`src/sv/ipd_pkg.sv`:
```
package ipd_pkg;

   // Mnemonic numbers.
   localparam logic [6:0] MN_ADC   = 7'd0;
   localparam logic [6:0] MN_CMP   = 7'd7;
   localparam logic [6:0] MN_CALL  = 7'd8;
   localparam logic [6:0] MN_DCR   = 7'd9;
   localparam logic [6:0] MN_ADI   = 7'd10;
   localparam logic [6:0] MN_CPI   = 7'd17;
   localparam logic [6:0] MN_DAD   = 7'd21;
   localparam logic [6:0] MN_DCX   = 7'd22;
   localparam logic [6:0] MN_HLT   = 7'd25;
   localparam logic [6:0] MN_INR   = 7'd26;
   localparam logic [6:0] MN_INX   = 7'd27;
   localparam logic [6:0] MN_LDA   = 7'd28;
   localparam logic [6:0] MN_LDAX  = 7'd29;
   localparam logic [6:0] MN_LHLD  = 7'd30;
   localparam logic [6:0] MN_LXI   = 7'd31;
   localparam logic [6:0] MN_MOV   = 7'd32;
   localparam logic [6:0] MN_MVI   = 7'd33;
   localparam logic [6:0] MN_MVR   = 7'd34;
   localparam logic [6:0] MN_UNDEF = 7'd36;
   localparam logic [6:0] MN_POP   = 7'd38;
   localparam logic [6:0] MN_PUSH  = 7'd40;
   localparam logic [6:0] MN_RST   = 7'd47;
   localparam logic [6:0] MN_JMP   = 7'd56;
   localparam logic [6:0] MN_CM    = 7'd72;
   localparam logic [6:0] MN_SHLD  = 7'd73;
   localparam logic [6:0] MN_STA   = 7'd75;
   localparam logic [6:0] MN_STAX  = 7'd76;
   localparam logic [6:0] MN_OUT   = 7'd80;
   localparam logic [6:0] MN_IN    = 7'd81;

   localparam logic [7:0] OP_HLT = 8'o166;
   localparam logic [2:0] REG_M  = 3'd6;

   localparam logic [1:0] LEN_ONE   = 2'd1;
   localparam logic [1:0] LEN_TWO   = 2'd2;
   localparam logic [1:0] LEN_THREE = 2'd3;

   localparam int QUEUE_DEPTH = 4;
   localparam int QPTR_WIDTH  = $clog2(QUEUE_DEPTH);

   localparam logic [6:0] LOW_MAP [64] = '{
      7'd35, 7'd31, 7'd76, 7'd27, 7'd26, 7'd9,  7'd33, 7'd42,
      7'd36, 7'd21, 7'd29, 7'd22, 7'd26, 7'd9,  7'd33, 7'd43,
      7'd36, 7'd31, 7'd76, 7'd27, 7'd26, 7'd9,  7'd33, 7'd44,
      7'd36, 7'd21, 7'd29, 7'd22, 7'd26, 7'd9,  7'd33, 7'd45,
      7'd36, 7'd31, 7'd73, 7'd27, 7'd26, 7'd9,  7'd33, 7'd20,
      7'd36, 7'd21, 7'd30, 7'd22, 7'd26, 7'd9,  7'd33, 7'd18,
      7'd36, 7'd31, 7'd75, 7'd27, 7'd26, 7'd9,  7'd33, 7'd77,
      7'd36, 7'd21, 7'd28, 7'd22, 7'd26, 7'd9,  7'd33, 7'd19
   };

   localparam logic [6:0] HIGH_MAP [64] = '{
      7'd48, 7'd38, 7'd57, 7'd56, 7'd65, 7'd40, 7'd10, 7'd47,
      7'd49, 7'd46, 7'd58, 7'd36, 7'd66, 7'd8,  7'd11, 7'd47,
      7'd50, 7'd38, 7'd59, 7'd80, 7'd67, 7'd40, 7'd12, 7'd47,
      7'd51, 7'd36, 7'd60, 7'd81, 7'd68, 7'd36, 7'd13, 7'd47,
      7'd52, 7'd38, 7'd61, 7'd78, 7'd69, 7'd40, 7'd14, 7'd47,
      7'd53, 7'd37, 7'd62, 7'd79, 7'd70, 7'd36, 7'd15, 7'd47,
      7'd54, 7'd39, 7'd63, 7'd23, 7'd71, 7'd41, 7'd16, 7'd47,
      7'd55, 7'd74, 7'd64, 7'd24, 7'd72, 7'd36, 7'd17, 7'd47
   };

   // ALU group by opcode bits 5:3: ADD ADC SUB SBB ANA XRA ORA CMP.
   localparam logic [6:0] ALU_MAP [8] = '{
      7'd1, 7'd0, 7'd3, 7'd2, 7'd4, 7'd5, 7'd6, 7'd7
   };

   // One gathered instruction on its way from the front to the back.
   typedef struct packed {
      logic [15:0] addr;
      logic [7:0]  opcode;
      logic [6:0]  mnemonic;
      logic [15:0] operand;
   } entry_type;

   function automatic logic [6:0] mnemonic_of(input logic [7:0] op);
      logic [6:0] mn;
      case (op[7:6])
         2'b00: mn = LOW_MAP[op[5:0]];
         2'b01: begin
            if (op == OP_HLT) begin
               mn = MN_HLT;
            end else if (op[2:0] == REG_M) begin
               mn = MN_MVR;
            end else begin
               mn = MN_MOV;
            end
         end
         2'b10: mn = ALU_MAP[op[5:3]];
         default: mn = HIGH_MAP[op[5:0]];
      endcase
      return mn;
   endfunction

   function automatic logic [1:0] length_of(input logic [6:0] mn);
      logic [1:0] len;
      if (mn inside {MN_CALL, MN_LDA, MN_LHLD, MN_LXI, MN_SHLD, MN_STA, [MN_JMP:MN_CM]}) begin
         len = LEN_THREE;
      end else if (mn inside {[MN_ADI:MN_CPI], MN_MVI, MN_OUT, MN_IN}) begin
         len = LEN_TWO;
      end else begin
         len = LEN_ONE;
      end
      return len;
   endfunction

endpackage

```
`src/sv/i8080_instruction_predecoder.sv`:
```
// 8080 instruction predecoder.
// Program bytes enter one per request on req_code_byte, in address order.
// The front gathers each instruction of one, two or three bytes and emits a
// request with one decoded record on the rsp_ channel once its last byte
// has been taken; opcode and first operand bytes of longer instructions
// produce nothing. Throughput is one byte per cycle, back to back, while
// req_stall is low. The record of a finished instruction is registered
// first into the four-entry queue between front and back, then into the
// output register that drives rsp_valid. req_stall rises only when that
// queue is full, which happens only after the receiver has held rsp_stall; a
// stalled result stays in the output register while the front keeps gathering.
// csr_wr_en loads csr_start_address as the address of the next byte and
// drops any partly gathered instruction; write it only while idle.
// Reset is synchronous: the next address becomes zero, the front expects an
// opcode, and the queue and output register are empty.
module i8080_instruction_predecoder (
   input  logic        clock,
   input  logic        reset,
   input  logic        req_valid,
   output logic        req_stall,
   input  logic [7:0]  req_code_byte,
   output logic        rsp_valid,
   input  logic        rsp_stall,
   output logic [15:0] rsp_instr_address,
   output logic [7:0]  rsp_opcode,
   output logic [6:0]  rsp_mnemonic,
   output logic [2:0]  rsp_first_reg,
   output logic [2:0]  rsp_second_reg,
   output logic [15:0] rsp_operand_value,
   output logic [1:0]  rsp_length,
   output logic        rsp_undefined,
   input  logic        csr_wr_en,
   input  logic [15:0] csr_start_address
);

   logic               accept;
   logic               push;
   logic               pop;
   logic               full;
   logic               head_valid;
   ipd_pkg::entry_type push_entry;
   ipd_pkg::entry_type head_entry;

   assign req_stall = full;
   assign accept    = req_valid && !req_stall;

   ipd_front u_front (
      .clock             (clock),
      .reset             (reset),
      .accept            (accept),
      .code_byte         (req_code_byte),
      .csr_wr_en         (csr_wr_en),
      .csr_start_address (csr_start_address),
      .push              (push),
      .push_entry        (push_entry)
   );

   ipd_queue u_queue (
      .clock      (clock),
      .reset      (reset),
      .push       (push),
      .push_entry (push_entry),
      .pop        (pop),
      .full       (full),
      .head_valid (head_valid),
      .head_entry (head_entry)
   );

   ipd_back u_back (
      .clock             (clock),
      .reset             (reset),
      .head_valid        (head_valid),
      .head_entry        (head_entry),
      .pop               (pop),
      .rsp_valid         (rsp_valid),
      .rsp_stall         (rsp_stall),
      .rsp_instr_address (rsp_instr_address),
      .rsp_opcode        (rsp_opcode),
      .rsp_mnemonic      (rsp_mnemonic),
      .rsp_first_reg     (rsp_first_reg),
      .rsp_second_reg    (rsp_second_reg),
      .rsp_operand_value (rsp_operand_value),
      .rsp_length        (rsp_length),
      .rsp_undefined     (rsp_undefined)
   );

   // The front must never complete an instruction into a full queue.
   a_no_push_when_full: assert property (@(posedge clock) disable iff (reset)
      push |-> !full)
      else $error("instruction completed while queue full");

   a_undef_matches_mnemonic: assert property (@(posedge clock) disable iff (reset)
      rsp_valid |-> (rsp_undefined == (rsp_mnemonic == ipd_pkg::MN_UNDEF)))
      else $error("undefined flag disagrees with mnemonic");

   a_length_nonzero: assert property (@(posedge clock) disable iff (reset)
      rsp_valid |-> (rsp_length != 2'd0))
      else $error("result with zero length");

   // An undefined opcode is always a single byte.
   a_undef_one_byte: assert property (@(posedge clock) disable iff (reset)
      (rsp_valid && rsp_undefined) |-> (rsp_length == ipd_pkg::LEN_ONE))
      else $error("undefined opcode with operand bytes");

endmodule

```
`src/sv/ipd_front.sv`:
```
module ipd_front (
   input  logic                 clock,
   input  logic                 reset,
   input  logic                 accept,
   input  logic [7:0]           code_byte,
   input  logic                 csr_wr_en,
   input  logic [15:0]          csr_start_address,
   output logic                 push,
   output ipd_pkg::entry_type   push_entry
);

   logic [15:0] next_addr_ff, next_addr_in;
   logic [1:0]  pending_ff, pending_in;
   logic [15:0] op_addr_ff, op_addr_in;
   logic [7:0]  op_ff, op_in;
   logic [6:0]  mn_ff, mn_in;
   logic        word_ff, word_in;
   logic [7:0]  low_ff, low_in;

   logic [6:0]  byte_mn;
   logic [1:0]  byte_len;

   assign byte_mn  = ipd_pkg::mnemonic_of(code_byte);
   assign byte_len = ipd_pkg::length_of(byte_mn);

   always_comb begin
      next_addr_in = next_addr_ff;
      pending_in   = pending_ff;
      op_addr_in   = op_addr_ff;
      op_in        = op_ff;
      mn_in        = mn_ff;
      word_in      = word_ff;
      low_in       = low_ff;
      push         = 1'b0;
      push_entry   = '{addr: next_addr_ff, opcode: code_byte, mnemonic: byte_mn,
                       operand: 16'd0};
      if (csr_wr_en) begin
         next_addr_in = csr_start_address;
         pending_in   = 2'd0;
      end else if (accept) begin
         next_addr_in = next_addr_ff + 16'd1;
         case (pending_ff)
            2'd0: begin
               if (byte_len == ipd_pkg::LEN_ONE) begin
                  push = 1'b1;
               end else begin
                  op_addr_in = next_addr_ff;
                  op_in      = code_byte;
                  mn_in      = byte_mn;
                  word_in    = (byte_len == ipd_pkg::LEN_THREE);
                  pending_in = byte_len - 2'd1;
               end
            end
            2'd2: begin
               low_in     = code_byte;
               pending_in = 2'd1;
            end
            default: begin
               // Last operand byte completes the instruction.
               push       = 1'b1;
               push_entry = '{addr: op_addr_ff, opcode: op_ff, mnemonic: mn_ff,
                              operand: word_ff ? {code_byte, low_ff} : {8'd0, code_byte}};
               pending_in = 2'd0;
            end
         endcase
      end
   end

   always_ff @(posedge clock) begin
      if (reset) begin
         next_addr_ff <= 16'd0;
         pending_ff   <= 2'd0;
      end else begin
         next_addr_ff <= next_addr_in;
         pending_ff   <= pending_in;
      end
      op_addr_ff <= op_addr_in;
      op_ff      <= op_in;
      mn_ff      <= mn_in;
      word_ff    <= word_in;
      low_ff     <= low_in;
   end

endmodule

```
`src/sv/ipd_queue.sv`:
```
module ipd_queue (
   input  logic                 clock,
   input  logic                 reset,
   input  logic                 push,
   input  ipd_pkg::entry_type   push_entry,
   input  logic                 pop,
   output logic                 full,
   output logic                 head_valid,
   output ipd_pkg::entry_type   head_entry
);

   localparam int PW = ipd_pkg::QPTR_WIDTH;

   ipd_pkg::entry_type entry_ff [ipd_pkg::QUEUE_DEPTH];
   logic [PW-1:0] wr_ptr_ff, wr_ptr_in;
   logic [PW-1:0] rd_ptr_ff, rd_ptr_in;
   logic [PW:0]   count_ff, count_in;
   logic          do_push, do_pop;

   assign full       = (count_ff == (PW+1)'(ipd_pkg::QUEUE_DEPTH));
   assign head_valid = (count_ff != '0);
   assign head_entry = entry_ff[rd_ptr_ff];
   assign do_push    = push && !full;
   assign do_pop     = pop && head_valid;

   always_comb begin
      wr_ptr_in = do_push ? wr_ptr_ff + 1'b1 : wr_ptr_ff;
      rd_ptr_in = do_pop ? rd_ptr_ff + 1'b1 : rd_ptr_ff;
      count_in  = count_ff;
      if (do_push && !do_pop) begin
         count_in = count_ff + 1'b1;
      end else if (do_pop && !do_push) begin
         count_in = count_ff - 1'b1;
      end
   end

   always_ff @(posedge clock) begin
      if (reset) begin
         wr_ptr_ff <= '0;
         rd_ptr_ff <= '0;
         count_ff  <= '0;
      end else begin
         wr_ptr_ff <= wr_ptr_in;
         rd_ptr_ff <= rd_ptr_in;
         count_ff  <= count_in;
      end
      if (do_push) begin
         entry_ff[wr_ptr_ff] <= push_entry;
      end
   end

endmodule

```
`src/sv/ipd_back.sv`:
```
module ipd_back (
   input  logic                 clock,
   input  logic                 reset,
   input  logic                 head_valid,
   input  ipd_pkg::entry_type   head_entry,
   output logic                 pop,
   output logic                 rsp_valid,
   input  logic                 rsp_stall,
   output logic [15:0]          rsp_instr_address,
   output logic [7:0]           rsp_opcode,
   output logic [6:0]           rsp_mnemonic,
   output logic [2:0]           rsp_first_reg,
   output logic [2:0]           rsp_second_reg,
   output logic [15:0]          rsp_operand_value,
   output logic [1:0]           rsp_length,
   output logic                 rsp_undefined
);

   logic        valid_ff, valid_in;
   logic [15:0] addr_ff;
   logic [7:0]  op_ff;
   logic [6:0]  mn_ff;
   logic [2:0]  r1_ff, r1_in;
   logic [2:0]  r2_ff, r2_in;
   logic [15:0] operand_ff, operand_in;
   logic [1:0]  len_ff;
   logic        undef_ff;

   logic [7:0]  op;
   logic [6:0]  mn;

   assign op  = head_entry.opcode;
   assign mn  = head_entry.mnemonic;
   assign pop = head_valid && (!valid_ff || !rsp_stall);

   always_comb begin
      r1_in      = 3'd0;
      r2_in      = 3'd0;
      operand_in = head_entry.operand;
      if (mn inside {ipd_pkg::MN_DCR, ipd_pkg::MN_INR, ipd_pkg::MN_MVI,
                     ipd_pkg::MN_MOV, ipd_pkg::MN_MVR}) begin
         r1_in = op[5:3];
      end else if (mn inside {ipd_pkg::MN_DAD, ipd_pkg::MN_DCX, ipd_pkg::MN_INX,
                              ipd_pkg::MN_LDAX, ipd_pkg::MN_LXI, ipd_pkg::MN_POP,
                              ipd_pkg::MN_PUSH, ipd_pkg::MN_STAX}) begin
         r1_in = {1'b0, op[5:4]};
      end
      if (mn inside {[ipd_pkg::MN_ADC:ipd_pkg::MN_CMP], ipd_pkg::MN_MOV,
                     ipd_pkg::MN_MVR}) begin
         r2_in = op[2:0];
      end
      // The restart vector is the opcode's middle field, left in place.
      if (mn == ipd_pkg::MN_RST) begin
         operand_in = {10'd0, op[5:3], 3'd0};
      end
   end

   always_comb begin
      valid_in = valid_ff;
      if (pop) begin
         valid_in = 1'b1;
      end else if (!rsp_stall) begin
         valid_in = 1'b0;
      end
   end

   always_ff @(posedge clock) begin
      if (reset) begin
         valid_ff <= 1'b0;
      end else begin
         valid_ff <= valid_in;
      end
      if (pop) begin
         addr_ff    <= head_entry.addr;
         op_ff      <= op;
         mn_ff      <= mn;
         r1_ff      <= r1_in;
         r2_ff      <= r2_in;
         operand_ff <= operand_in;
         len_ff     <= ipd_pkg::length_of(mn);
         undef_ff   <= (mn == ipd_pkg::MN_UNDEF);
      end
   end

   assign rsp_valid         = valid_ff;
   assign rsp_instr_address = addr_ff;
   assign rsp_opcode        = op_ff;
   assign rsp_mnemonic      = mn_ff;
   assign rsp_first_reg     = r1_ff;
   assign rsp_second_reg    = r2_ff;
   assign rsp_operand_value = operand_ff;
   assign rsp_length        = len_ff;
   assign rsp_undefined     = undef_ff;

endmodule
```
`config.mk`:
```
export PLATFORM = sky130hd
export DESIGN_NAME = i8080_instruction_predecoder
export DESIGN_NICKNAME = d
export VERILOG_FILES = /design/src/sv/ipd_pkg.sv /design/src/sv/i8080_instruction_predecoder.sv /design/src/sv/ipd_front.sv /design/src/sv/ipd_queue.sv /design/src/sv/ipd_back.sv
export SDC_FILE = /design/constraint.sdc
export NUM_CORES = 1
export LEC_CHECK = 0
export BUFFER_PORTS_ARGS = -buffer_cell sky130_fd_sc_hd__buf_4
export CELL_PAD_IN_SITES_DETAIL_PLACEMENT = 0
export CELL_PAD_IN_SITES_GLOBAL_PLACEMENT = 1
export CORE_MARGIN = 3
export CORE_UTILIZATION = 40
export DETAILED_ROUTE_END_ITERATION = 8
export HOLD_SLACK_MARGIN = 0.08
export PLACE_DENSITY = 0.76
export SYNTH_ARGS = -nofsm -noshare
export SYNTH_HDL_FRONTEND = slang
export SYNTH_SLANG_ARGS = --single-unit
```
`constraint.sdc`:
```
create_clock -name clock -period 7.7 [get_ports clock]
set_input_delay 0.385 -clock clock [delete_from_list [all_inputs] [get_ports clock]]
set_output_delay 0.385 -clock clock [all_outputs]
set_load 0.05 [all_outputs]
```
==> load_flow_metrics.sql <==
INSERT INTO impl_metrics (metric_group, metric, value, unit) VALUES
('outcome', 'outcome', 'finished clean', ''),
('clock_network', 'tritoncts_num_sinks', '312', ''),
('logic_synthesis', 'synth_compound_gate_area_share', '6.93', '%'),
('worst_setup_path', 'worst_setup_path_start_kind', 'primary input', ''),
('clock_network', 'htree_num_levels', '1', ''),
('logic_synthesis', 'synth_top_family_by_area', 'simple AND/OR/NAND/NOR gates', ''),
('worst_setup_path', 'setup_crit_end_kind', 'flop', ''),
('final_layout', 'largest_register_ffs', '188', ''),
('logic_synthesis', 'post_synth_fa_ha_maj_area_fraction', '1.44', '%'),
('timing', 'rsz_0062_raised_after_global_routing', 'false', ''),
('placed_design', 'place_worst_setup_slack', '2.70', 'ns'),
('floorplanning', 'initial_core_utilization', '41.2', '%'),
('clock_network', 'cts_tree', 'yes', ''),
('drt', 'routed.top_layer', 'met4', ''),
('power_and_ir_drop', 'power_switching', '1.78', 'mW'),
('timing', 'fin_skew', '0.0102', 'ns'),
('timing', 'max_slew.worst_pin.slew', '1.09', 'ns'),
('worst_setup_path', 'worstPathMaxFanout', '18', ''),
('floorplanning', 'core', '32900', 'µm²'),
('final_layout', 'antenna_cells_inserted', '0', ''),
('placed_design', 'place_congestion', '0.862', ''),
('worst_setup_path', 'critical_path_required', '7.93', 'ns'),
('power_and_ir_drop', 'cell_internal_pwr', '3.56', 'mW'),
('final_layout', 'flow.area_growth_from_synthesis', '16.1', '%'),
('power_and_ir_drop', 'power_leakage', '5.52', 'nW'),
('logic_synthesis', 'synth_simple_gate_area_share', '10.9', '%'),
('drt', 'drtPass1Iterations', '5', ''),
('logic_synthesis', 'yosys.area_share.xor_xnor', '1.16', '%'),
('drt', 'vias_per_cell', '5.34', ''),
('logic_synthesis', 'syn-instance-count', '939', ''),
('logic_synthesis', 'number_of_nets_in_the_synthesized_netlist', '983', ''),
('logic_synthesis', 'yosysWarningCount', '0', ''),
('final_layout', 'drive_gt1_share', '20.6', '%'),
('logic_synthesis', 'synthDominantAreaCellType', 'edfxtp_1', ''),
('timing', 'timing_max_transition_violations_final', '0', ''),
('timing', 'finalWorstSetupSlack', '3.24', 'ns'),
('power_and_ir_drop', 'power.share.sequential', '43.4', '%'),
('logic_synthesis', 'ys_dominant_reg_cell', 'edfxtp_1', ''),
('timing', 'setup_total_negative_slack', '0', 'ns'),
('global_route', 'track_usage', '15.8', '%'),
('power_and_ir_drop', 'comb_power_share', '29.5', '%'),
('logic_synthesis', 'post_synth_mux_area_share', '10.0', '%'),
('logic_synthesis', 'synth_common_cells', 'edfxtp_1, nand2_1, nor2_1', ''),
('logic_synthesis', 'synth_async_sr_flop_share', '0', '%'),
('timing', 'timing.final.hold_violations', '0', ''),
('logic_synthesis', 'sequential_share_of_the_synthesized_area', '67.0', '%'),
('final_layout', 'nets', '1065', ''),
('floorplanning', 'num_io_pins', '87', ''),
('drt', 'wire_per_inst', '19.4', 'µm'),
('global_route', 'grt_max_degree', '60', ''),
('floorplanning', 'placementRows', '66', ''),
('floorplanning', 'die_area', '36200', 'µm²'),
('logic_synthesis', 'number_of_register_bits_inferred_by_synthesis', '312', ''),
('drt', 'met3WireLength', '1300', 'µm'),
('clock_network', 'cts_inserted_buffers', '30', ''),
('clock_network', 'cts.clk_slew.worst_paths', '0.06', 'ns'),
('logic_synthesis', 'synthTopCellsByArea', 'edfxtp_1, mux4_2, dfxtp_1', ''),
('power_and_ir_drop', 'total_power', '5.34', 'mW'),
('logic_synthesis', 'synth.most_common_cell', 'edfxtp_1', ''),
('clock_network', 'ctsResizeCount', '0', ''),
('floorplanning', 'die_width', '190', 'µm'),
('worst_setup_path', 'worstSetupPathType', 'in -> reg', ''),
('global_route', 'antenna_found_initial', '0', ''),
('clock_network', 'cts_hold_buffers', '15', ''),
('global_route', 'grt_pass1_wl', '45400', 'µm'),
('power_and_ir_drop', 'clockPowerShare', '27.2', '%'),
('timing', 'fmax', '0.224', 'GHz'),
('drt', 'route.vias.total', '7929', ''),
('drt', 'dr_wl_met2', '13400', 'µm'),
('final_layout', 'final_core_utilization', '47.8', '%'),
('global_route', 'global_route.overflow_total', '0', '');
-- per-layer routing --
layer / up-vias / GRT usage (%)
met4: 0 / 4.91
met1: 3940 / 22.7
met2: 219 / 25.4
li1: 3719 / -
met5: - / 0
met3: 51 / 1.93
-- placed cells by master (no fill, tap or decap), types with 4 or more instances in the layout --
master / instances
a31oi_1: 11
a211oi_1: 6
xnor2_1: 9
mux2_2: 4
nand2b_1: 14
inv_1: 20
xor2_1: 9
nor2b_1: 20
o21ai_0: 21
buf_4: 94
ha_1: 14
mux4_2: 48
edfxtp_1: 284
a21oi_1: 36
nor2_1: 73
mux2i_1: 22
nand4_1: 6
nand2_1: 103
o211ai_1: 4
and3_1: 16
nand3_1: 10
a2111oi_0: 5
and2_1: 13
a21o_1: 4
clkinv_2: 4
dlygate4sd3_1: 15
dfxtp_1: 26
nor2b_4: 4
a211o_1: 5
clkbuf_16: 31
clkbuf_1: 7
nor3_1: 14
-- worst max-delay path: stages --
cell and delay (ns):
buf_4 0.22, inv_1 0.19, ha_1 0.52, and2_1 0.34, o31a_1 0.20, o211ai_1 0.11
o32a_4 0.45, or4_1 0.40, a21o_1 0.20, and2_4 0.17, and3_4 0.19, nor4_4 0.89
buf_4 0.40
-- power by group through the flow --
stage	Clock [mW]	Sequential (mW)	Combinational [mW]
after global routing	1.55	2.35	1.68
final	1.45	2.31	1.57
after floorplan	0	2.85	0.635
after CTS	1.48	2.32	1.59
after detailed placement	0	2.36	1.58
after global placement	0	2.35	1.57
-- per-stage QoR --
step | hold slack [ns] | instance area (µm²) | cells
5_1_grt | 0.112 | 15800 | 1484
3_3_place_gp | 0.485 | 14600 | 1416
3_5_place_dp | 0.491 | 14600 | 1416
6_report | 0.114 | 15800 | 1484
4_1_cts | 0.0843 | 15800 | 1484
2_1_floorplan | 0.451 | 13600 | 939
-- final timing paths --
check / from / endpoint / slack [ns] / cells past startpoint
worst min register to register: u_queue.count_ff[2] / u_queue.count_ff[2] / 0.50 / 2
worst min-delay path: csr_start_address[13] / u_front.next_addr_ff[13] / 0.11 / 3
worst max register to register: flop / u_back.rsp_operand_value[5] / 3.93 / 6
worst max-delay path: req_code_byte[1] / u_front.op_ff[2] / 3.24 / 13
-- area by class of cell --
class | instances | area, µm² | area share (%)
sequential | 312 | 9090 | 57.7
multi-input combinational | 547 | 4190 | 26.6
timing repair buffer | 109 | 856 | 5.43
clock buffer | 41 | 843 | 5.35
tap | 442 | 553 | 3.51
clock inverter | 12 | 138 | 0.874
inverter | 21 | 78.8 | 0.500
-- cells by family (layout without fill, tap and decap cells) --
| logic type | Yosys count | count (layout) |
|---|---|---|
| flops | 312 | 312 |
| simple gates | 305 | 305 |
| compound gates | 134 | 134 |
| buf+inv | 80 | 183 |
| mux | 75 | 75 |
| xor+xnor | 18 | 18 |
| fa+ha+maj | 15 | 15 |
No activity file was read; power rests on OpenSTA's default activity.
